[config.mk]
export PLATFORM = sky130hd
export DESIGN_NAME = lz_cell
export DESIGN_NICKNAME = d
export VERILOG_FILES = /design/src/rtl/lz_pkg.sv /design/src/rtl/lz_cell.sv
export SDC_FILE = /design/constraint.sdc
export NUM_CORES = 1
export LEC_CHECK = 0
export BUFFER_PORTS_ARGS = -buffer_cell sky130_fd_sc_hd__buf_2
export CORE_ASPECT_RATIO = 1.25
export CORE_MARGIN = 3
export CORE_UTILIZATION = 48
export DETAILED_ROUTE_END_ITERATION = 16
export PLACE_DENSITY = 0.88
export SYNTH_ARGS = -nofsm -noshare
export SYNTH_HDL_FRONTEND = slang
export SYNTH_SLANG_ARGS = --single-unit
[constraint.sdc]
create_clock -name i_clk -period 2.91 [get_ports i_clk]
set_clock_uncertainty 0.2 [all_clocks]
set_input_delay 0.582 -clock i_clk [delete_from_list [all_inputs] [get_ports i_clk]]
set_output_delay 0.582 -clock i_clk [all_outputs]
set_load 0.02 [all_outputs]
[src/rtl/lz_pkg.sv]
`default_nettype none
package lz_pkg;
    localparam int WINDOW    = 1024;
    localparam int MAX_MATCH = 32;

    localparam int IDX_W  = $clog2(WINDOW);          // cell index
    localparam int FILL_W = $clog2(WINDOW + 1);      // history fill / offset
    localparam int LEN_W  = $clog2(MAX_MATCH + 1);   // lengths, lookahead fill
    localparam int K_W    = $clog2(MAX_MATCH);       // lookahead index
    localparam int MM_W   = 7;                       // min_match register
    localparam int OFF_W  = 11;                      // match_offset port

    localparam logic [MM_W-1:0] MIN_MATCH_RST = MM_W'(3);

    // data handed from one cell to the next
    typedef struct packed {
        logic [7:0]        hist;
        logic [7:0]        cmp;
        logic              cmp_v;
        logic [LEN_W-1:0]  red_len;
        logic [FILL_W-1:0] red_off;
    } t_link;

    // broadcast controls from the sequencer
    typedef struct packed {
        logic              push;
        logic              load;
        logic              step;
        logic              red;
        logic [7:0]        la_byte;
        logic              la_ok;
        logic [FILL_W-1:0] fill;
    } t_cell_ctl;
endpackage
`default_nettype wire

[src/rtl/lz_cell.sv]
`default_nettype none
module lz_cell import lz_pkg::*; (
    input  wire logic             i_clk,
    input  wire t_cell_ctl        i_ctl,
    input  wire logic [IDX_W-1:0] i_index,
    input  wire t_link            i_prev,
    output t_link                 o_link
);
    logic [7:0]        r_hist;
    logic [7:0]        r_cmp;
    logic              r_cmp_v;
    logic              r_alive;
    logic [LEN_W-1:0]  r_cnt;
    logic [LEN_W-1:0]  r_red_len;
    logic [FILL_W-1:0] r_red_off;
    logic [FILL_W-1:0] own_off;
    logic              in_hist;

    assign own_off = {1'b0, i_index} + FILL_W'(1);
    assign in_hist = {1'b0, i_index} < i_ctl.fill;

    always_ff @(posedge i_clk) begin
        if (i_ctl.push) begin
            r_hist <= i_prev.hist;
        end
        if (i_ctl.load) begin
            r_cmp     <= r_hist;
            r_cmp_v   <= in_hist;
            r_alive   <= in_hist;
            r_cnt     <= '0;
            r_red_len <= '0;
            r_red_off <= '0;
        end
        if (i_ctl.step) begin
            // compare bytes slide one cell per step toward larger offsets
            r_cmp   <= i_prev.cmp;
            r_cmp_v <= i_prev.cmp_v;
            if (r_alive && r_cmp_v && i_ctl.la_ok && r_cmp == i_ctl.la_byte) begin
                r_cnt <= r_cnt + LEN_W'(1);
            end else begin
                r_alive <= 1'b0;
            end
        end
        if (i_ctl.red) begin
            // >= : equal length at a larger offset wins
            if (r_cnt >= i_prev.red_len) begin
                r_red_len <= r_cnt;
                r_red_off <= own_off;
            end else begin
                r_red_len <= i_prev.red_len;
                r_red_off <= i_prev.red_off;
            end
        end
    end

    assign o_link.hist    = r_hist;
    assign o_link.cmp     = r_cmp;
    assign o_link.cmp_v   = r_cmp_v;
    assign o_link.red_len = r_red_len;
    assign o_link.red_off = r_red_off;
endmodule
`default_nettype wire
==> summary.txt, run 1 <==
GRT
  – First-pass GRT wire length: 8150 µm
  – Number of global-route vias before repair: 1775
  – Initial antenna violation count: 0
  – GRT Total Usage: 0.183
  – Total gr overflow: 0
  – Largest net degree at the start of global routing: 27

Synth
  – Primary FF master, synth: edfxtp_1
  – Synth cell types: 35
  – Number of flops mapped to enable cells by yosys: 34
  – Ranking of synthesized cells by area: edfxtp_1 43%, ha_1 8.9%, dfxtp_1 5.9%
  – Syn_nets: 289
  – Warnings from Yosys: 0
  – Sequential share of the synthesized area: 0.488
  – Post-synth top cells: 34 x edfxtp_1, 17 x ha_1, 16 x inv_1
  – Syn Area/Cell: 11.7 µm²
  – Share of the synthesized area in the top cell type: 0.429
  – Yosys reg bits: 41
  – Top-count cell post-synth: edfxtp_1
  – Largest area contributor in the synthesized netlist: edfxtp_1
  – Post-Syn Area: 0.00238 mm²
  – Cells after Synth: 203
  – Async set-reset flop share out of synthesis: 0

Floorplanning
  – # IOs: 103
  – Die X: 69.0 µm
  – DIE AREA: 0.00585 mm²
  – Initial Util: 0.500
  – Die Span Y: 84.7 µm
  – Row cnt: 28
  – Core area: 0.00476 mm²

Routing
  – First-pass DRT Iterations: 4
  – DR vias: 1850
  – Drt drc: 0
  – Routed wire per std cell: 14.4 µm
  – Final ANT Viol Nets: 0
  – First DRT Iteration DRCs: 104
  – Number of vias per cell: 5.03
  – Routed wire length: 5310 µm

CTS
  – H-tree levels: 2
  – Clock insertion delay at the later pin of the skew report: 280 ps
  – Clock tree buffer depth: 2
  – Clock Pin Slew Worst Setup and Hold Paths: 80 ps
  – CTS tree: done
  – CTS Sinks: 41
  – Cts bufs inserted: 5
  – CTS root buf: clkbuf_8
  – CTS Hold Buffers Added: 0
  – Number of post-CTS setup repair buffers: 0
  – Post-CTS resize count: 0

Timing
  – Slew margin rel.: 0.517
  – Final setup vio count: 0
  – Final Max Tran Viols: 0
  – Final hold viol count: 0
  – Final Critical Period: 2370 ps
  – Tcrit/Tclk final: 0.815
  – F_max: 421 MHz
  – Setup ws final: 538 ps
  – Setup TNS: 0 ps
  – RSZ-0062 raised after global routing: false
  – Slew @ Worst Pin: 721 ps

Cells and area
  – Area Overhead vs Synth: 28.1%
  – Fin cells: 368
  – Fillcell total: 424
  – Nets@finish: 393
  – Final Util: 0.640
  – Share of layout cells above drive strength 1: 0.409
  – ANT cells: 0

Critical path
  – Critical Path RT: 2740 ps
  – Critical path peak fanout: 26
  – Worst Setup End Kind: register
  – CP arrival: 2210 ps
  – Crit Path Class: register to register
  – Startpoint Class: register

Placement
  – Input/output buffers: 102
  – Worst slack at placement: 314 ps
  – DP Wirelength: 4260 µm
  – Routability cong.: 0.816
  – Placed Cells: 360

Hold path
  – HP Class: input pin to register

Power and ir drop
  – Power per cell area: 473 mW/mm²
  – Max VDD drop: 0.000324 V
  – Leakage power: 1.46 nW
  – Total Power: 1.44 mW

Run status
  – Status: complete, no violations

Run
  – Max cap viols: 0
critical path, cell delays in order (launching register included):
cell and delay, ps:
dfxtp_1 430, inv_1 60, ha_1 260, nand2b_1 110, a31oi_2 110, o21ai_4 610
mux2i_1 270, nor2b_1 60
power by group:
| group | switching (mW) | internal (mW) |
|---|---|---|
| Sequential | 0.0180 | 0.685 |
| Clock | 0.195 | 0.279 |
| Combinational | 0.152 | 0.113 |
worst paths after layout:
path | slack [ps] | depth (start not counted) | start | end
setup reg to reg | 540 | 7 | r_cnt[0] | r_red_off[10]
hold reg to reg | 290 | 2 | r_alive | r_alive
setup / recovery | 540 | 7 | r_cnt[0] | r_red_off[10]
hold / removal | 270 | 1 | i_prev[31] | r_hist[5]
flip-flops by register name (all words and copies together), names as in the netlist:
signal and count:
r_red_len 6, r_red_off 11, r_cmp_v 1, r_cnt 6
r_cmp 8, r_hist 8, r_alive 1
kinds of logic (layout without fill, tap and decap cells):
| kind of cell | count (synthesis) | count (layout) | synth area share |
|---|---|---|---|
| compound gates | 30 | 30 | 0.0893 |
| xor+xnor | 20 | 20 | 0.0736 |
| fa+ha+maj | 17 | 17 | 0.0893 |
| buf+inv | 21 | 126 | 0.0410 |
| flops | 41 | 41 | 0.488 |
| mux | 22 | 22 | 0.0988 |
| simple gates | 52 | 52 | 0.120 |
layout by cell type, fill, tap and decap left out, types with 2 or more instances in the layout:
cell	netlist	final
o211a_1	5	5
nor2b_1	10	10
a21oi_1	9	9
nand2b_1	7	7
o21ai_0	7	7
nand3_1	8	8
a21o_1	3	3
xor2_1	9	9
ha_1	17	17
clkbuf_8	0	6
dfxtp_1	7	7
buf_2	0	102
or2_2	2	2
nand2_1	12	12
inv_1	16	16
mux2i_1	13	13
mux2_2	8	8
nor2_1	4	4
edfxtp_1	34	34
and3_1	3	3
xnor2_1	11	11
through the flow:
| stage | hold WS [ps] | area, µm² |
|---|---|---|
| floorplan | 251 | 2380 |
| global placement | 264 | 2930 |
| detailed placement | 272 | 2930 |
| CTS | 260 | 3050 |
| global route | 253 | 3050 |
| finish | 274 | 3050 |
per-layer routing:
metal / wire (µm) / vias up / track usage
li1: - / 935 / -
met1: 1970 / 864 / 0.204
met2: 3030 / 47 / 0.342
met3: 266 / 4 / 0.0361
met4: 43 / 0 / 0.0461
met5: 0 / - / 0
area by class of cell:
class                           instances  area, µm²  area share
Sequential cell                        41       1160       0.381
Multi-Input combinational cell        141       1120       0.368
Timing Repair Buffer                  102        510       0.167
Clock buffer                            6       82.6      0.0271
Tap cell                               60       75.1      0.0246
Inverter                               16       60.1      0.0197
Clock inverter                          2       37.5      0.0123
No activity file was read; power rests on OpenSTA's default activity.
==> run 2: changes to the inputs <==
--- a/config.mk
+++ b/config.mk
@@ -5,12 +5,13 @@
 export SDC_FILE = /design/constraint.sdc
 export NUM_CORES = 1
 export LEC_CHECK = 0
+export ABC_AREA = 1
 export BUFFER_PORTS_ARGS = -buffer_cell sky130_fd_sc_hd__buf_2
 export CORE_ASPECT_RATIO = 1.25
 export CORE_MARGIN = 3
-export CORE_UTILIZATION = 48
+export CORE_UTILIZATION = 44
 export DETAILED_ROUTE_END_ITERATION = 16
-export PLACE_DENSITY = 0.88
+export PLACE_DENSITY = 0.84
 export SYNTH_ARGS = -nofsm -noshare
 export SYNTH_HDL_FRONTEND = slang
 export SYNTH_SLANG_ARGS = --single-unit
==> constraint.sdc (replaced) <==
create_clock -name i_clk -period 2 [get_ports i_clk]
set_clock_uncertainty 0.2 [all_clocks]
set_input_delay 0.4 -clock i_clk [delete_from_list [all_inputs] [get_ports i_clk]]
set_output_delay 0.4 -clock i_clk [all_outputs]
set_load 0.02 [all_outputs]
==> summary.txt, run 2 <==
CTS
  – H-tree levels: 2 (unchanged)
  – CTS Sinks: 41 (unchanged)
  – Clock tree buffer depth: 2 (unchanged)
  – Cts bufs inserted: 5 (unchanged)
  – CTS root buf: clkbuf_8 (unchanged)
  – CTS tree: done (unchanged)
  – Clock Pin Slew Worst Setup and Hold Paths: 90 ps (was 80 ps)
  – Clock insertion delay at the later pin of the skew report: 290 ps (was 280 ps)

Hold path
  – HP Class: input pin to register (unchanged)
  – Hold path endpoint: r_hist[1] (was r_hist[5])
  – Hold Crit Start: i_prev[27] (was i_prev[31])
  – Hold depth: 1 (unchanged)

Placement
  – Input/output buffers: 102 (unchanged)
  – Routability cong.: 0.870 (was 0.816)
  – Worst slack at placement: -30.3 ps (was 314 ps)
  – DP Wirelength: 4960 µm (was 4260 µm)

Power and ir drop
  – Reg power frac: 0.458 (was 0.487)
  – Int Pwr: 1.66 mW (was 1.08 mW)
  – Total Power: 2.23 mW (was 1.44 mW)
  – Clk network pwr share: 0.361 (was 0.329)
  – Combinational power share: 0.181 (was 0.184)
  – Sw Ratio: 0.256 (was 0.253)
  – Power per cell area: 676 mW/mm² (was 473 mW/mm²)
  – Max VDD drop: 0.000317 V (was 0.000324 V)
  – Leakage power: 1.79 nW (was 1.46 nW)
  – Sw Pwr: 0.572 mW (was 0.365 mW)

Routing
  – DR vias: 2329 (was 1850)
  – Met3 WL: 271 µm (was 266 µm)
  – First DRT Iteration DRCs: 103 (was 104)
  – Final ANT Viol Nets: 0 (unchanged)
  – Routed wire per std cell: 12.3 µm (was 14.4 µm)
  – First-pass DRT Iterations: 4 (unchanged)
  – Number of vias per cell: 4.75 (was 5.03)
  – Top Layer Used: met4 (unchanged)
  – Met2 wire len: 3370 µm (was 3030 µm)
  – Met1 WL: 2260 µm (was 1970 µm)
  – Drt drc: 0 (unchanged)
  – Routed wire length: 6020 µm (was 5310 µm)

GRT
  – Initial antenna violation count: 0 (unchanged)
  – Number of global-route vias before repair: 2256 (was 1775)
  – Largest net degree at the start of global routing: 18 (was 27)
  – Total gr overflow: 0 (unchanged)
  – First-pass GRT wire length: 9680 µm (was 8150 µm)
  – GRT Total Usage: 0.182 (was 0.183)

Floorplanning
  – # IOs: 103 (unchanged)
  – Row cnt: 30 (was 28)
  – Core area: 0.00548 mm² (was 0.00476 mm²)
  – DIE AREA: 0.00669 mm² (was 0.00585 mm²)
  – Initial Util: 0.461 (was 0.500)
  – Die X: 73.8 µm (was 69.0 µm)
  – Die Span Y: 90.7 µm (was 84.7 µm)

Synth
  – Post-Syn Area: 0.00252 mm² (was 0.00238 mm²)
  – Primary FF master, synth: edfxtp_1 (unchanged)
  – Sequential share of the synthesized area: 0.460 (was 0.488)
  – Syn Area/Cell: 8.12 µm² (was 11.7 µm²)
  – Async set-reset flop share out of synthesis: 0 (unchanged)
  – Top-count cell post-synth: nand2_1 (was edfxtp_1)
  – Yosys reg bits: 41 (unchanged)
  – Share of the synthesized area in the top cell type: 0.404 (was 0.429)
  – Warnings from Yosys: 0 (unchanged)
  – Cells after Synth: 311 (was 203)
  – Post-synth top cells: 98 x nand2_1, 44 x nor2_1, 37 x inv_1 (was 34 x edfxtp_1, 17 x ha_1, 16 x inv_1)
  – Syn_nets: 397 (was 289)
  – Ranking of synthesized cells by area: edfxtp_1 40%, nand2_1 15%, ha_1 8.4% (was edfxtp_1 43%, ha_1 8.9%, dfxtp_1 5.9%)
  – Synth cell types: 27 (was 35)
  – Largest area contributor in the synthesized netlist: edfxtp_1 (unchanged)
  – Number of flops mapped to enable cells by yosys: 34 (unchanged)

Cells and area
  – Commonest cells after routing, fill and taps aside: 102 x buf_2, 98 x nand2_1, 44 x nor2_1, 37 x inv_1, 34 x edfxtp_1 (was 102 x buf_2, 34 x edfxtp_1, 17 x ha_1, 16 x inv_1, 13 x mux2i_1)
  – Largest register by flop count: r_red_off (unchanged)
  – Commonest non-fill, non-tap cell in the layout: buf_2 (unchanged)
  – Share of layout cells above drive strength 1: 0.305 (was 0.409)
  – Fillcell total: 472 (was 424)
  – Area Overhead vs Synth: 30.8% (was 28.1%)
  – Final Util: 0.603 (was 0.640)
  – Nets@finish: 511 (was 393)
  – ANT cells: 0 (unchanged)
  – Max reg flops: 11 (unchanged)
  – Largest regs: r_red_off: 11 flops, r_cmp: 8 flops, r_hist: 8 flops (unchanged)

Timing
  – Final hold viol count: 0 (unchanged)
  – Tcrit/Tclk final: 0.925 (was 0.815)
  – RSZ-0062 raised after global routing: false (unchanged)
  – Final Critical Period: 1850 ps (was 2370 ps)
  – Final Max Tran Viols: 0 (unchanged)
  – F_max: 541 MHz (was 421 MHz)
  – Slew margin rel.: 0.726 (was 0.517)
  – Slew @ Worst Pin: 411 ps (was 721 ps)
  – Setup ws final: 151 ps (was 538 ps)
  – Final setup vio count: 0 (unchanged)

Critical path
  – Critical path peak fanout: 9 (was 26)
  – R2R setup slack: 150 ps (was 540 ps)
  – Worst Setup End Kind: register (unchanged)
  – Worst r2r dst: r_red_off[8] (was r_red_off[10])
  – Critical Path RT: 1840 ps (was 2740 ps)
  – Worst-case reg-to-reg path depth: 6 (was 7)
  – Reg-to-Reg Start: r_cnt[3] (was r_cnt[0])
  – Crit Path Class: register to register (unchanged)
  – CP arrival: 1690 ps (was 2210 ps)
  – Startpoint Class: register (unchanged)

Run
  – Max cap viols: 0 (unchanged)

Run status
  – Status: complete, no violations (unchanged)
[run 2: cell type report]
cell class | count | area [µm²] | share of cell area
repair buffers | 114 | 601 | 0.182
well taps | 64 | 80.1 | 0.0242
clock inverters | 3 | 68.8 | 0.0208
clock buffers | 5 | 68.8 | 0.0208
flip-flops and latches | 41 | 1160 | 0.352
inverters | 39 | 149 | 0.0451
multi-input cells | 224 | 1170 | 0.355
[run 2: repair_timing]
action | CTS | global route
hold buffers | 0 | 0
gates resized for setup | 0 | 1
buffers inserted | 0 | 2
endpoints found under the setup margin | 0 | 2
[run 2: layer usage]
layer | GRT usage | vias up
met4 | 0.0619 | 0
met3 | 0.0267 | 10
li1 | - | 1215
met1 | 0.199 | 1036
met5 | 0 | -
met2 | 0.342 | 68
[run 2: cell families after synthesis]
logic type	count (synthesis)	share of synthesized area
XOR/XNOR	17	0.0590
flip-flops	41	0.460
AO/OA/AOI/OAI	9	0.0193
adder cells (fa/ha/maj)	17	0.0842
buffers and inverters	46	0.0753
AND/OR/NAND/NOR	181	0.302
[run 2: stage by stage]
stage          TNS, ps  instances  area, µm²  hold WS [ps]
2_1_floorplan        0        311       2520           287
3_5_place_dp     -47.9        480       3150           296
4_1_cts              0        488       3290          68.7
3_3_place_gp         0        480       3150           296
6_report             0        490       3300          74.8
5_1_grt              0        490       3300          57.6
[run 2: critical path, stage by stage, from the launching register on]
cell and delay (ps):
dfxtp_1 430, ha_1 280, a21oi_1 140, o21a_2 210
nand2_4 110, o21ai_0 170, nor2_1 60
[run 2: worst max-delay path by stage]
stage                   end  slack, ps  cells after the start        from
2_1_floorplan  r_red_len[4]        140                      8  i_prev[16]
4_1_cts        r_red_off[1]        130                      7    r_cnt[3]
5_1_grt        r_red_off[9]          3                      7    r_cnt[3]
3_3_place_gp   r_red_off[1]         40                      9  i_prev[16]
6_report       r_red_off[8]        150                      6    r_cnt[3]
3_5_place_dp   r_red_off[1]        -30                      9  i_prev[16]
[run 2: power by group through the flow]
stage | Clock (mW) | Sequential [mW] | Combinational (mW)
floorplan | 0 | 1.11 | 0.163
global route | 0.845 | 1.03 | 0.449
detailed placement | 0 | 1.04 | 0.408
CTS | 0.815 | 1.02 | 0.409
global placement | 0 | 1.04 | 0.395
finish | 0.806 | 1.02 | 0.404
==> run 3: changes to the inputs <==
--- a/config.mk
+++ b/config.mk
@@ -7,11 +7,13 @@
 export LEC_CHECK = 0
 export ABC_AREA = 1
 export BUFFER_PORTS_ARGS = -buffer_cell sky130_fd_sc_hd__buf_2
+export CAP_MARGIN = 20
 export CORE_ASPECT_RATIO = 1.25
 export CORE_MARGIN = 3
 export CORE_UTILIZATION = 44
 export DETAILED_ROUTE_END_ITERATION = 16
 export PLACE_DENSITY = 0.84
+export RECOVER_POWER = 50
 export SYNTH_ARGS = -nofsm -noshare
 export SYNTH_HDL_FRONTEND = slang
 export SYNTH_SLANG_ARGS = --single-unit
==> summary.txt, run 3 (synthesis results as in run 2) <==
Routing
  – Routed wire per std cell: 12.3 µm (about the same)
  – DR vias: 2321 (was 2329)
  – Final ANT Viol Nets: 0 (unchanged)
  – First-pass DRT Iterations: 4 (unchanged)
  – Drt drc: 0 (unchanged)
  – First DRT Iteration DRCs: 113 (was 103)
  – Number of vias per cell: 4.74 (was 4.75)
  – Routed wire length: 6010 µm (was 6020 µm)

Timing
  – Final Critical Period: 1850 ps (about the same)
  – Setup TNS: 0 ps (unchanged)
  – Final hold slack: 74.5 ps (was 74.8 ps)
  – Final setup vio count: 0 (unchanged)
  – Final hold viol count: 0 (unchanged)
  – Setup ws final: 151 ps (about the same)
  – RSZ-0062 raised after global routing: false (unchanged)
  – Final Max Tran Viols: 0 (unchanged)
  – Slew margin rel.: 0.203 (was 0.726)
  – Slew @ Worst Pin: 1200 ps (was 411 ps)
  – Tcrit/Tclk final: 0.924 (was 0.925)
  – F_max: 541 MHz (about the same)

Floorplanning
  – Die X: 73.8 µm (unchanged)
  – Core area: 0.00548 mm² (unchanged)
  – Row cnt: 30 (unchanged)
  – Initial Util: 0.461 (unchanged)
  – Die Span Y: 90.7 µm (unchanged)
  – # IOs: 103 (unchanged)
  – DIE AREA: 0.00669 mm² (unchanged)

GRT
  – Total gr overflow: 0 (unchanged)
  – GRT Total Usage: 0.182 (unchanged)
  – Initial antenna violation count: 0 (unchanged)
  – Largest net degree at the start of global routing: 18 (unchanged)
  – First-pass GRT wire length: 9680 µm (unchanged)
  – Number of global-route vias before repair: 2256 (unchanged)

Critical path
  – CP arrival: 1690 ps (about the same)
  – Startpoint Class: register (unchanged)
  – Critical path peak fanout: 9 (unchanged)
  – Worst Setup End Kind: register (unchanged)
  – Critical Path RT: 1840 ps (about the same)
  – Crit Path Class: register to register (unchanged)

Power and ir drop
  – Sw Pwr: 0.571 mW (was 0.572 mW)
  – Power per cell area: 677 mW/mm² (was 676 mW/mm²)
  – Reg power frac: 0.459 (was 0.458)
  – Int Pwr: 1.66 mW (about the same)
  – Total Power: 2.23 mW (about the same)
  – Leakage power: 1.77 nW (was 1.79 nW)
  – Clk network pwr share: 0.361 (about the same)
  – Max VDD drop: 0.000313 V (was 0.000317 V)
  – Sw Ratio: 0.256 (about the same)
  – Combinational power share: 0.180 (was 0.181)

Placement
  – Routability cong.: 0.870 (unchanged)
  – Placed Cells: 480 (unchanged)
  – Input/output buffers: 102 (unchanged)
  – Cell Area, Placed: 0.00315 mm² (unchanged)
  – Worst slack at placement: -30.3 ps (unchanged)
  – DP Wirelength: 4960 µm (unchanged)

Cells and area
  – Nets@finish: 511 (unchanged)
  – Register Area: 0.00116 mm² (unchanged)
  – Cell area after layout: 0.00329 mm² (was 0.00330 mm²)
  – Largest register by flop count: r_red_off (unchanged)
  – Commonest non-fill, non-tap cell in the layout: nand2_1 (was buf_2)
  – ANT cells: 0 (unchanged)
  – Commonest cells after routing, fill and taps aside: 98 x nand2_1, 95 x buf_2, 44 x nor2_1, 37 x inv_1, 34 x edfxtp_1 (was 102 x buf_2, 98 x nand2_1, 44 x nor2_1, 37 x inv_1, 34 x edfxtp_1)
  – Share of layout cells above drive strength 1: 0.284 (was 0.305)
  – Max reg flops: 11 (unchanged)
  – Largest regs: r_red_off: 11 flops, r_cmp: 8 flops, r_hist: 8 flops (unchanged)
  – Fillcell total: 477 (was 472)
  – Area Overhead vs Synth: 30.3% (was 30.8%)
  – Area of the multi-input gates: 0.00117 mm² (unchanged)
  – Fin cells: 490 (unchanged)
  – Final Util: 0.600 (was 0.603)

CTS
  – Cts bufs inserted: 5 (unchanged)
  – Clock tree buffer depth: 2 (unchanged)
  – CTS root buf: clkbuf_8 (unchanged)
  – Clock insertion delay at the later pin of the skew report: 290 ps (about the same)
  – CTS Hold Buffers Added: 0 (unchanged)
  – CTS tree: done (unchanged)
  – Clock Pin Slew Worst Setup and Hold Paths: 90 ps (about the same)
  – CTS Sinks: 41 (unchanged)
  – H-tree levels: 2 (unchanged)

Run status
  – Status: complete, no violations (unchanged)

Hold path
  – HP Class: input pin to register (unchanged)

Run
  – Max cap viols: 0 (unchanged)
run 3: changes by cell type in the layout (fill, tap and decap cells not counted), sizes merged:
cell    previous run  this run
clkbuf             5        13
buf              114       106
run 3: critical path: stages, from the launching register on:
cell and delay, ps:
dfxtp_1 430, ha_1 280, a21oi_1 140, o21a_2 210, nand2_4 110, o21ai_0 170, nor2_1 60
run 3: repair_timing:
action | in CTS | in global routing
gates resized for setup | 0 | 1
endpoints found under the setup margin | 0 | 2
buffers inserted | 0 | 2
hold endpoints to repair | 0 | 0
run 3: final timing paths:
check / from / to / slack (ps) / depth (start not counted)
worst max register to register: r_cnt[3] / r_red_off[8] / 150 / 6
worst max-delay path: r_cnt[3] / r_red_off[8] / 150 / 6
worst min register to register: r_cnt[0] / r_cnt[0] / 310 / 3
worst min-delay path: i_prev[27] / r_hist[1] / 70 / 1
run 3: layout make-up:
type	instances	area share
Inverter	39	0.0452
Clock buffer	5	0.0209
Timing Repair Buffer	114	0.179
Sequential cell	41	0.353
Tap cell	64	0.0243
Multi-Input combinational cell	224	0.357
Clock inverter	3	0.0209
run 3: metal layers:
| metal | GRT usage | part of all wire |
|---|---|---|
| met4 | 0.0619 | 0.021 |
| met3 | 0.0267 | 0.043 |
| met5 | 0 | 0 |
| met1 | 0.199 | 0.38 |
| met2 | 0.342 | 0.56 |
run 3: power by group through the flow:
stage          logic (mW)  clock network [mW]  registers (mW)
4_1_cts             0.409               0.815            1.02
3_3_place_gp        0.395                   0            1.04
6_report            0.400               0.805            1.02
5_1_grt             0.445               0.845            1.03
3_5_place_dp        0.408                   0            1.04
2_1_floorplan       0.163                   0            1.11
